$ cat src/sv/msr_pkg.sv
// Package for the matrix shape rasteriser: grid geometry, field widths,
// command kinds, controller states and the controller/datapath interface.
// Has no dependencies; every other file of the block refers to it.
`default_nettype none

package msr_pkg;

  localparam int GRID_WIDTH  = 8;
  localparam int GRID_HEIGHT = 8;
  localparam int MAX_RESULTS = 64;

  localparam int KIND_W   = 2;
  localparam int COORD_W  = 8;
  localparam int COLOUR_W = 8;
  localparam int PIX_W    = 6;

  // Coordinates that have passed the range check fit these widths.
  localparam int XW = (GRID_WIDTH > 1) ? $clog2(GRID_WIDTH) : 1;
  localparam int YW = (GRID_HEIGHT > 1) ? $clog2(GRID_HEIGHT) : 1;
  localparam int MW = (XW > YW) ? XW : YW;

  // Bresenham error term, signed.
  localparam int ERR_W = MW + 3;

  // Width used to form the strip index before it is masked to PIX_W bits.
  localparam int IDX_W = 16;

  localparam int CNT_W = (MAX_RESULTS > 1) ? $clog2(MAX_RESULTS) : 1;

  typedef enum logic [KIND_W-1:0] {
    KIND_LINE = 2'd0,
    KIND_RECT = 2'd1,
    KIND_BOX  = 2'd2,
    KIND_NONE = 2'd3
  } kind_e;

  typedef enum logic [1:0] {
    ST_IDLE,
    ST_DRAW,
    ST_FAULT
  } state_e;

  typedef struct packed {
    logic load;   // capture a new command and set up its first line
    logic step;   // emit the current pixel and advance
    logic fault;  // emit the out-of-range result
  } dp_cmd_t;

  typedef struct packed {
    logic kind_none; // incoming command has the unused kind
    logic oor;       // incoming command has a coordinate outside the grid
    logic line_end;  // current pixel is the end point of the current line
    logic last_seg;  // current line is the final one of the command
    logic at_cap;    // current pixel would be the final result allowed
    logic out_free;  // output register can take a result this cycle
  } dp_stat_t;

endpackage

`default_nettype wire

$ cat src/sv/msr_ctrl.sv
// Controller state machine of the matrix shape rasteriser.
// Depends on msr_pkg; drives commands to msr_datapath from its status.
`default_nettype none

module msr_ctrl (
  input  wire logic              clk_i,
  input  wire logic              rst_ni,
  input  wire logic              in_valid_i,
  output logic                   in_stall_o,
  input  wire msr_pkg::dp_stat_t stat_i,
  output msr_pkg::dp_cmd_t       cmd_o
);

  msr_pkg::state_e state_q, state_d;

  always_ff @(posedge clk_i or negedge rst_ni) begin
    if (!rst_ni) begin
      state_q <= msr_pkg::ST_IDLE;
    end else begin
      state_q <= state_d;
    end
  end

  always_comb begin
    state_d    = state_q;
    cmd_o      = '0;
    in_stall_o = 1'b1;
    unique case (state_q)
      msr_pkg::ST_IDLE: begin
        in_stall_o = 1'b0;
        if (in_valid_i && !stat_i.kind_none) begin
          if (stat_i.oor) begin
            state_d = msr_pkg::ST_FAULT;
          end else begin
            cmd_o.load = 1'b1;
            state_d    = msr_pkg::ST_DRAW;
          end
        end
      end
      msr_pkg::ST_DRAW: begin
        if (stat_i.out_free) begin
          cmd_o.step = 1'b1;
          if ((stat_i.line_end && stat_i.last_seg) || stat_i.at_cap) begin
            state_d = msr_pkg::ST_IDLE;
          end
        end
      end
      msr_pkg::ST_FAULT: begin
        if (stat_i.out_free) begin
          cmd_o.fault = 1'b1;
          state_d     = msr_pkg::ST_IDLE;
        end
      end
      default: begin
        state_d = msr_pkg::ST_IDLE;
      end
    endcase
  end

endmodule

`default_nettype wire

$ cat src/sv/msr_datapath.sv
// Datapath of the matrix shape rasteriser: command registers, segment
// sequencing, Bresenham stepper, strip index and output register.
// Depends on msr_pkg; commanded by msr_ctrl.
`default_nettype none

module msr_datapath (
  input  wire logic                           clk_i,
  input  wire logic                           rst_ni,
  input  wire logic [msr_pkg::KIND_W-1:0]     kind_i,
  input  wire logic [msr_pkg::COORD_W-1:0]    start_x_i,
  input  wire logic [msr_pkg::COORD_W-1:0]    start_y_i,
  input  wire logic [msr_pkg::COORD_W-1:0]    end_x_i,
  input  wire logic [msr_pkg::COORD_W-1:0]    end_y_i,
  input  wire logic [msr_pkg::COLOUR_W-1:0]   red_i,
  input  wire logic [msr_pkg::COLOUR_W-1:0]   green_i,
  input  wire logic [msr_pkg::COLOUR_W-1:0]   blue_i,
  input  wire msr_pkg::dp_cmd_t               cmd_i,
  output msr_pkg::dp_stat_t                   stat_o,
  output logic                                out_valid_o,
  input  wire logic                           out_stall_i,
  output logic [msr_pkg::PIX_W-1:0]           pixel_index_o,
  output logic [msr_pkg::COLOUR_W-1:0]        pixel_red_o,
  output logic [msr_pkg::COLOUR_W-1:0]        pixel_green_o,
  output logic [msr_pkg::COLOUR_W-1:0]        pixel_blue_o,
  output logic                                out_of_range_o,
  output logic                                last_o
);

  localparam int XW    = msr_pkg::XW;
  localparam int YW    = msr_pkg::YW;
  localparam int ERR_W = msr_pkg::ERR_W;
  localparam int IDX_W = msr_pkg::IDX_W;
  localparam int CW    = msr_pkg::COLOUR_W;

  // Command registers.
  msr_pkg::kind_e  kind_q;
  logic [XW-1:0]   sx_q, ex_q, xmax_q, col_q;
  logic [YW-1:0]   sy_q, ey_q;
  logic [1:0]      seg_q;
  logic [CW-1:0]   red_q, green_q, blue_q;

  // Line stepper registers.
  logic [XW-1:0]           cur_x_q, tgt_x_q, dx_q;
  logic [YW-1:0]           cur_y_q, tgt_y_q, dy_q;
  logic                    neg_x_q, neg_y_q;
  logic signed [ERR_W-1:0] err_q;
  logic [msr_pkg::CNT_W-1:0] cnt_q;

  // Output register.
  logic                    out_valid_q;
  logic [msr_pkg::PIX_W-1:0] idx_q;
  logic [CW-1:0]           ored_q, ogreen_q, oblue_q;
  logic                    oor_q, last_q;

  // Source of the next line.
  msr_pkg::kind_e  src_kind;
  logic [XW-1:0]   src_sx, src_ex, col_n, xmax_n;
  logic [YW-1:0]   src_sy, src_ey;
  logic [1:0]      seg_n;
  logic [XW-1:0]   p0x, p1x, dx_n;
  logic [YW-1:0]   p0y, p1y, dy_n;
  logic signed [ERR_W-1:0] err_n;

  logic                    line_end, last_seg, at_cap, reload;
  logic signed [ERR_W:0]   e2, dx_s, dy_s;
  logic                    move_x, move_y;
  logic signed [ERR_W-1:0] err_step;
  logic [IDX_W-1:0]        idx_full;

  assign line_end = (cur_x_q == tgt_x_q) && (cur_y_q == tgt_y_q);
  assign at_cap   = (cnt_q == msr_pkg::CNT_W'(msr_pkg::MAX_RESULTS - 1));

  always_comb begin
    case (kind_q)
      msr_pkg::KIND_RECT: last_seg = (seg_q == 2'd3);
      msr_pkg::KIND_BOX:  last_seg = (col_q == xmax_q);
      default:            last_seg = 1'b1;
    endcase
  end

  assign reload = cmd_i.load || (cmd_i.step && line_end && !last_seg);

  // Choose the command fields: fresh from the inputs on load, else the stored ones.
  always_comb begin
    if (cmd_i.load) begin
      src_kind = msr_pkg::kind_e'(kind_i);
      src_sx   = start_x_i[XW-1:0];
      src_ex   = end_x_i[XW-1:0];
      src_sy   = start_y_i[YW-1:0];
      src_ey   = end_y_i[YW-1:0];
      seg_n    = 2'd0;
      col_n    = (src_sx < src_ex) ? src_sx : src_ex;
      xmax_n   = (src_sx < src_ex) ? src_ex : src_sx;
    end else begin
      src_kind = kind_q;
      src_sx   = sx_q;
      src_ex   = ex_q;
      src_sy   = sy_q;
      src_ey   = ey_q;
      seg_n    = seg_q + 2'd1;
      col_n    = col_q + XW'(1);
      xmax_n   = xmax_q;
    end
  end

  // End points of the next line.
  always_comb begin
    p0x = src_sx;
    p0y = src_sy;
    p1x = src_ex;
    p1y = src_ey;
    case (src_kind)
      msr_pkg::KIND_RECT: begin
        case (seg_n)
          2'd0: begin
            p0x = src_sx; p0y = src_sy; p1x = src_ex; p1y = src_sy;
          end
          2'd1: begin
            p0x = src_ex; p0y = src_sy; p1x = src_ex; p1y = src_ey;
          end
          2'd2: begin
            p0x = src_ex; p0y = src_ey; p1x = src_sx; p1y = src_ey;
          end
          default: begin
            p0x = src_sx; p0y = src_ey; p1x = src_sx; p1y = src_sy;
          end
        endcase
      end
      msr_pkg::KIND_BOX: begin
        p0x = col_n; p0y = src_sy; p1x = col_n; p1y = src_ey;
      end
      default: begin
        p0x = src_sx; p0y = src_sy; p1x = src_ex; p1y = src_ey;
      end
    endcase
    dx_n  = (p1x >= p0x) ? (p1x - p0x) : (p0x - p1x);
    dy_n  = (p1y >= p0y) ? (p1y - p0y) : (p0y - p1y);
    err_n = ERR_W'(dx_n) - ERR_W'(dy_n);
  end

  // One Bresenham step: both decisions use the error before the update.
  always_comb begin
    e2       = {err_q, 1'b0};
    dx_s     = (ERR_W + 1)'(dx_q);
    dy_s     = (ERR_W + 1)'(dy_q);
    move_x   = (e2 > -dy_s);
    move_y   = (e2 < dx_s);
    err_step = err_q - (move_x ? ERR_W'(dy_q) : '0) + (move_y ? ERR_W'(dx_q) : '0);
  end

  // Serpentine index: even rows run reversed, odd rows forward.
  always_comb begin
    if (cur_y_q[0]) begin
      idx_full = IDX_W'(cur_y_q) * IDX_W'(msr_pkg::GRID_WIDTH) + IDX_W'(cur_x_q);
    end else begin
      idx_full = IDX_W'(cur_y_q) * IDX_W'(msr_pkg::GRID_WIDTH)
               + IDX_W'(msr_pkg::GRID_WIDTH - 1) - IDX_W'(cur_x_q);
    end
  end

  always_ff @(posedge clk_i) begin
    if (cmd_i.load) begin
      kind_q  <= src_kind;
      sx_q    <= src_sx;
      ex_q    <= src_ex;
      sy_q    <= src_sy;
      ey_q    <= src_ey;
      red_q   <= red_i;
      green_q <= green_i;
      blue_q  <= blue_i;
    end
    if (reload) begin
      seg_q   <= seg_n;
      col_q   <= col_n;
      xmax_q  <= xmax_n;
      cur_x_q <= p0x;
      cur_y_q <= p0y;
      tgt_x_q <= p1x;
      tgt_y_q <= p1y;
      dx_q    <= dx_n;
      dy_q    <= dy_n;
      neg_x_q <= !(p0x < p1x);
      neg_y_q <= !(p0y < p1y);
      err_q   <= err_n;
    end else if (cmd_i.step) begin
      err_q <= err_step;
      if (move_x) begin
        cur_x_q <= neg_x_q ? (cur_x_q - XW'(1)) : (cur_x_q + XW'(1));
      end
      if (move_y) begin
        cur_y_q <= neg_y_q ? (cur_y_q - YW'(1)) : (cur_y_q + YW'(1));
      end
    end
    if (cmd_i.load) begin
      cnt_q <= '0;
    end else if (cmd_i.step) begin
      cnt_q <= cnt_q + msr_pkg::CNT_W'(1);
    end
    if (cmd_i.step) begin
      idx_q    <= idx_full[msr_pkg::PIX_W-1:0];
      ored_q   <= red_q;
      ogreen_q <= green_q;
      oblue_q  <= blue_q;
      oor_q    <= 1'b0;
      last_q   <= (line_end && last_seg) || at_cap;
    end else if (cmd_i.fault) begin
      idx_q    <= '0;
      ored_q   <= '0;
      ogreen_q <= '0;
      oblue_q  <= '0;
      oor_q    <= 1'b1;
      last_q   <= 1'b1;
    end
  end

  always_ff @(posedge clk_i or negedge rst_ni) begin
    if (!rst_ni) begin
      out_valid_q <= 1'b0;
    end else if (cmd_i.step || cmd_i.fault) begin
      out_valid_q <= 1'b1;
    end else if (!out_stall_i) begin
      out_valid_q <= 1'b0;
    end
  end

  assign stat_o.kind_none = (msr_pkg::kind_e'(kind_i) == msr_pkg::KIND_NONE);
  assign stat_o.oor       = (start_x_i >= msr_pkg::COORD_W'(msr_pkg::GRID_WIDTH))
                         || (end_x_i   >= msr_pkg::COORD_W'(msr_pkg::GRID_WIDTH))
                         || (start_y_i >= msr_pkg::COORD_W'(msr_pkg::GRID_HEIGHT))
                         || (end_y_i   >= msr_pkg::COORD_W'(msr_pkg::GRID_HEIGHT));
  assign stat_o.line_end  = line_end;
  assign stat_o.last_seg  = last_seg;
  assign stat_o.at_cap    = at_cap;
  assign stat_o.out_free  = !out_valid_q || !out_stall_i;

  assign out_valid_o    = out_valid_q;
  assign pixel_index_o  = idx_q;
  assign pixel_red_o    = ored_q;
  assign pixel_green_o  = ogreen_q;
  assign pixel_blue_o   = oblue_q;
  assign out_of_range_o = oor_q;
  assign last_o         = last_q;

endmodule

`default_nettype wire

$ cat src/sv/matrix_shape_rasterizer.sv
// Top level of the matrix shape rasteriser: joins the controller and datapath.
// Depends on msr_pkg, msr_ctrl and msr_datapath.
//
// Usage. The input channel takes one drawing command per item: kind, two corner
// points and a colour. An item is accepted at a rising edge where in_valid_i is
// high and in_stall_o is low. The output channel gives one item per pixel, as a
// serpentine strip index with the colour; last_o marks the final item of a
// command. A command with any coordinate outside the grid gives a single item
// with out_of_range_o and last_o set and zero index and colour. The unused kind
// is accepted and gives no items at all.
// Timing. After a command is accepted, the Bresenham stepper puts its first
// pixel in the output register when it is free, then makes one pixel per cycle
// while the output is not stalled, moving from one line of a rectangle or box
// to the next with no gap. in_stall_o stays high while a command is drawn, and
// the next command is taken in the cycle after the last pixel is produced.
// Only one command is in work at a time.
// Stalls. When out_stall_i holds the output register full, the stepper waits and
// the shown item stays unchanged. After reset the block is idle, with no output
// item pending, and accepts a command at once.
`default_nettype none

module matrix_shape_rasterizer (
  input  wire logic                         clk_i,
  input  wire logic                         rst_ni,
  input  wire logic                         in_valid_i,
  output logic                              in_stall_o,
  input  wire logic [msr_pkg::KIND_W-1:0]   kind_i,
  input  wire logic [msr_pkg::COORD_W-1:0]  start_x_i,
  input  wire logic [msr_pkg::COORD_W-1:0]  start_y_i,
  input  wire logic [msr_pkg::COORD_W-1:0]  end_x_i,
  input  wire logic [msr_pkg::COORD_W-1:0]  end_y_i,
  input  wire logic [msr_pkg::COLOUR_W-1:0] red_i,
  input  wire logic [msr_pkg::COLOUR_W-1:0] green_i,
  input  wire logic [msr_pkg::COLOUR_W-1:0] blue_i,
  output logic                              out_valid_o,
  input  wire logic                         out_stall_i,
  output logic [msr_pkg::PIX_W-1:0]         pixel_index_o,
  output logic [msr_pkg::COLOUR_W-1:0]      pixel_red_o,
  output logic [msr_pkg::COLOUR_W-1:0]      pixel_green_o,
  output logic [msr_pkg::COLOUR_W-1:0]      pixel_blue_o,
  output logic                              out_of_range_o,
  output logic                              last_o
);

  // Commands from the controller and status back from the datapath.
  msr_pkg::dp_cmd_t  cmd;
  msr_pkg::dp_stat_t stat;

  msr_ctrl u_ctrl (
    .clk_i      (clk_i),
    .rst_ni     (rst_ni),
    .in_valid_i (in_valid_i),
    .in_stall_o (in_stall_o),
    .stat_i     (stat),
    .cmd_o      (cmd)
  );

  msr_datapath u_datapath (
    .clk_i          (clk_i),
    .rst_ni         (rst_ni),
    .kind_i         (kind_i),
    .start_x_i      (start_x_i),
    .start_y_i      (start_y_i),
    .end_x_i        (end_x_i),
    .end_y_i        (end_y_i),
    .red_i          (red_i),
    .green_i        (green_i),
    .blue_i         (blue_i),
    .cmd_i          (cmd),
    .stat_o         (stat),
    .out_valid_o    (out_valid_o),
    .out_stall_i    (out_stall_i),
    .pixel_index_o  (pixel_index_o),
    .pixel_red_o    (pixel_red_o),
    .pixel_green_o  (pixel_green_o),
    .pixel_blue_o   (pixel_blue_o),
    .out_of_range_o (out_of_range_o),
    .last_o         (last_o)
  );

endmodule

`default_nettype wire

$ cat config.mk
export PLATFORM = sky130hd
export DESIGN_NAME = matrix_shape_rasterizer
export DESIGN_NICKNAME = d
export VERILOG_FILES = /design/src/sv/msr_pkg.sv /design/src/sv/msr_ctrl.sv /design/src/sv/msr_datapath.sv /design/src/sv/matrix_shape_rasterizer.sv
export SDC_FILE = /design/constraint.sdc
export NUM_CORES = 1
export LEC_CHECK = 0
export ABC_CLOCK_PERIOD_IN_PS = 5700
export BUFFER_PORTS_ARGS = -buffer_cell sky130_fd_sc_hd__buf_2
export CELL_PAD_IN_SITES_DETAIL_PLACEMENT = 1
export CELL_PAD_IN_SITES_GLOBAL_PLACEMENT = 2
export CORE_MARGIN = 4
export CORE_UTILIZATION = 40
export CTS_BUF_LIST = sky130_fd_sc_hd__clkbuf_8
export CTS_CLUSTER_DIAMETER = 100
export DETAILED_ROUTE_END_ITERATION = 10
export PLACE_DENSITY = 0.84
export SYNTH_ARGS = -nofsm -noshare
export SYNTH_HDL_FRONTEND = slang
export SYNTH_SLANG_ARGS = --single-unit
$ cat constraint.sdc
create_clock -name clk_i -period 5.7 [get_ports clk_i]
set_input_delay 0.285 -clock clk_i [delete_from_list [all_inputs] [get_ports clk_i]]
set_output_delay 0.285 -clock clk_i [all_outputs]
set_load 0.01 [all_outputs]
==> results_tabular.tex <==
\begin{tabular}{lr}
\hline
Metric & Value \\
\hline
\multicolumn{2}{l}{\textbf{Status}} \\
Outcome & finished clean \\
\multicolumn{2}{l}{\textbf{Clock network}} \\
Clock Tree Buf Depth & 2 \\
Post-CTS setup repair buffer count & 0 \\
CTS tree & yes \\
Clock edge transition at the registers on the reported setup and hold paths & 70 ps \\
Clk Latency, worst-skew pair & 450 ps \\
H-tree depth reported by CTS & 4 \\
Clock sinks & 113 \\
CTS Buf Count & 17 \\
Buffer cell driving the clock tree root & sky130\_fd\_sc\_hd\_\_clkbuf\_8 \\
\multicolumn{2}{l}{\textbf{Synthesis}} \\
Share of the synthesized area in the top cell type & 0.504 \\
Number of enable flip-flop cells after synthesis & 103 \\
Sequential element share of the synthesized area & 0.539 \\
Number of warnings reported in the yosys synthesis log & 0 \\
Most used standard cell by instance count after synthesis & sky130\_fd\_sc\_hd\_\_edfxtp\_1 \\
Synthesized area per cell & 12.2 µm² \\
Number of distinct library cells after synthesis & 54 \\
Number of nets produced by synthesis & 619 \\
Synth Cell Area & 0.00614 mm² \\
\#FFs+latches synth & 113 \\
Main area contributors after synthesis & sky130\_fd\_sc\_hd\_\_edfxtp\_1 (50\%), sky130\_fd\_sc\_hd\_\_ha\_1 (9.0\%), sky130\_fd\_sc\_hd\_\_inv\_1 (4.0\%) \\
Top cells by count, synth & sky130\_fd\_sc\_hd\_\_edfxtp\_1 (103), sky130\_fd\_sc\_hd\_\_inv\_1 (66), sky130\_fd\_sc\_hd\_\_ha\_1 (44), sky130\_fd\_sc\_hd\_\_and3\_1 (25), sky130\_fd\_sc\_hd\_\_nor2\_1 (23) \\
Most used DFF post-synth & sky130\_fd\_sc\_hd\_\_edfxtp\_1 \\
Library cell with the largest summed area after synthesis & sky130\_fd\_sc\_hd\_\_edfxtp\_1 \\
FFs w/ async S/R, synth & 0.0265 \\
Gate count after technology mapping & 503 \\
\multicolumn{2}{l}{\textbf{STA}} \\
Maximum operating frequency & 0.196 GHz \\
Worst setup skew after layout & 11.6 ps \\
Final worst-path cycle share & 0.897 \\
Worst slew slack as a fraction of its limit & 0.338 \\
Actual slew at the worst max-slew pin & 980 ps \\
Number of pins with negative max-slew slack in the final report & 0 \\
Setup repair after global routing missed its margin & false \\
Min Tclk post-route & 5110 ps \\
Worst setup margin & 588 ps \\
Total Negative Setup Slacks & 0 ps \\
Final hold vios & 0 \\
Count of endpoints failing setup in the final report & 0 \\
\multicolumn{2}{l}{\textbf{Power and ir drop}} \\
P per Cell Area & 252 mW/mm² \\
Overall power & 1.89 mW \\
Worst-case vdd ir drop & 0.221 mV \\
Leak pwr & 3.01 nW \\
\multicolumn{2}{l}{\textbf{Floorplan}} \\
Overall die width & 132 µm \\
Initial core utilization & 0.407 \\
Die area & 0.0174 mm² \\
Die boundary height & 132 µm \\
I/O pin total & 96 \\
Standard-cell rows & 45 \\
Core Footprint & 0.0151 mm² \\
\multicolumn{2}{l}{\textbf{Worst setup path}} \\
Slowest CP cell & sky130\_fd\_sc\_hd\_\_dfrtp\_1 \\
Category of the most critical setup path & register to register \\
Crit path launch type & register \\
Critical path data required time & 5980 ps \\
Type of destination of the critical path & register \\
Largest driver fanout on the critical path & 12 \\
Worst path arrival time & 5390 ps \\
Worst path cell trace & nor2\_1 -> nand2\_1 -> nor3\_4 -> nor2\_1 -> a21oi\_1 -> inv\_1 -> ha\_1 -> nor2b\_1 -> o31ai\_1 -> a2bb2oi\_1 -> o22ai\_1 -> ha\_1 -> inv\_1 -> nand2\_1 -> a21o\_1 -> a21oi\_1 -> mux2i\_1 -> ha\_1 -> a21o\_1 -> a21oi\_1 -> nand2\_1 -> o21ai\_0 \\
Longest individual stage delay on the worst path & 470 ps \\
\multicolumn{2}{l}{\textbf{Final layout}} \\
Area of combinational cells with multiple inputs & 0.00252 mm² \\
\# diodes & 0 \\
Area added between synthesis and finish & 22.3\% \\
Fraction of final layout cells sized beyond drive strength 1 & 0.241 \\
FF+latch area & 0.00331 mm² \\
Final net count & 746 \\
Number of filler instances in the final layout & 1,605 \\
Post-route cell area & 0.00751 mm² \\
\multicolumn{2}{l}{\textbf{Placed design}} \\
HPWL reported at the end of detailed placement & 10.9 mm \\
GP Congestion & 0.845 \\
Instance area at placement & 0.00684 mm² \\
Pre-CTS setup slack & 400 ps \\
Number of port buffers & 95 \\
\multicolumn{2}{l}{\textbf{GRT}} \\
Final global-route overflow total & 0 \\
Wire length of the first global-routing pass & 24.6 mm \\
Number of global-route vias before repair & 4,612 \\
Antenna violations before repair & 0 \\
Total global-route track usage & 0.180 \\
Maximum number of pins on one net before global-route repair & 46 \\
\multicolumn{2}{l}{\textbf{Job}} \\
Max-cap viol count & 0 \\
\multicolumn{2}{l}{\textbf{Routing}} \\
Remaining design rule violation count & 0 \\
Wire length per cell after detailed routing & 17.8 µm \\
Avg Vias per Cell & 5.07 \\
DR iter-0 viols & 173 \\
Total number of vias & 4,216 \\
Routed wire length & 14.8 mm \\
First-pass iteration count of the detailed router & 5 \\
Post-detailed-route count of antenna-violating nets & 0 \\
\multicolumn{2}{l}{\textbf{Hold path}} \\
Type of the worst min-delay path & input pin to register \\
\hline
\end{tabular}
-- sequential cells by signal, indices dropped and copies added (netlist names), 6 cells and up --
name / cells
u_datapath.green_q: 8
u_datapath.pixel_green_o: 8
u_datapath.pixel_index_o: 6
u_datapath.cnt_q: 6
u_datapath.pixel_red_o: 8
u_datapath.blue_q: 8
u_datapath.red_q: 8
u_datapath.pixel_blue_o: 8
u_datapath.err_q: 6
-- stage by stage --
stage	instances	utilization	hold WS, ps
2_1_floorplan	503	-	-10.6
3_3_place_gp	777	0.453	84.3
3_5_place_dp	777	0.453	87.9
4_1_cts	830	0.497	1.33
5_1_grt	831	0.498	0.350
6_report	831	0.498	45.1
-- where the power goes --
part | internal (mW) | switching, mW | total [mW]
clock network | 0.519 | 0.326 | 0.845
registers | 0.924 | 0.00986 | 0.934
logic | 0.0497 | 0.0631 | 0.113
-- metal layers --
layer  vias to the layer above  wire (µm)  track usage
met2                       100       7230        0.298
met5                         -          0            0
met3                        15        736       0.0580
li1                       2049          -            -
met1                      2052       6620        0.228
met4                         0        176       0.0543
-- repair_timing --
action	4_1_cts	5_1_grt
hold endpoints to repair	23	1
gates resized for setup	0	0
hold buffers	21	1
-- logic make-up after synthesis --
logic type               count (synthesis)  share of synthesized area
AND/OR/NAND/NOR                        110                      0.101
adder cells (fa/ha/maj)                 54                      0.122
XOR/XNOR                                31                     0.0442
buffers and inverters                   82                     0.0526
flip-flops                             113                      0.539
AO/OA/AOI/OAI                           84                     0.0912
multiplexers                            29                     0.0493
-- path summary, 6_finish.rpt --
kind / from / endpoint / slack (ps) / depth (start not counted)
worst max register to register: u_ctrl.state_q[1] / u_datapath.err_q[4] / 590 / 22
min in group asynchronous: rst_ni / u_datapath.out_valid_o / 160 / 2
worst max-delay path: u_ctrl.state_q[1] / u_datapath.err_q[4] / 590 / 22
max in group asynchronous: rst_ni / u_ctrl.state_q[0] / 5430 / 2
worst min register to register: u_datapath.out_of_range_o / u_datapath.out_of_range_o / 480 / 2
worst min-delay path: green_i[1] / u_datapath.green_q[1] / 50 / 1
-- layout by cell type (no fill, tap or decap), drive strengths merged, types with 9 or more instances in the layout --
master / synthesis / final
a21o: 9 / 9
a21oi: 22 / 22
and3: 25 / 25
buf: 5 / 100
clkbuf: 9 / 21
dlygate4sd3: 0 / 22
edfxtp: 103 / 103
fa: 10 / 10
ha: 44 / 44
inv: 68 / 70
mux2: 10 / 10
mux2i: 19 / 19
nand2: 20 / 20
nor2: 23 / 23
nor2b: 9 / 9
o21ai: 19 / 19
xnor2: 18 / 18
xor2: 13 / 13
-- worst max-delay path, delay by kind of cell, from the launching register on --
kind	cells	cell delay, ps
compound gates	9	1710
simple gates	7	1230
fa+ha+maj	3	940
flops	1	470
mux	1	420
buf+inv	2	180
-- cell type report --
cell class | count | share of cell area
Timing Repair Buffer | 122 | 0.0977
Inverter | 68 | 0.0340
Multi-Input combinational cell | 308 | 0.336
Clock inverter | 11 | 0.0217
Tap cell | 188 | 0.0313
Sequential cell | 113 | 0.441
Clock buffer | 21 | 0.0385
Note: power is estimated with default switching activity, not from simulation.
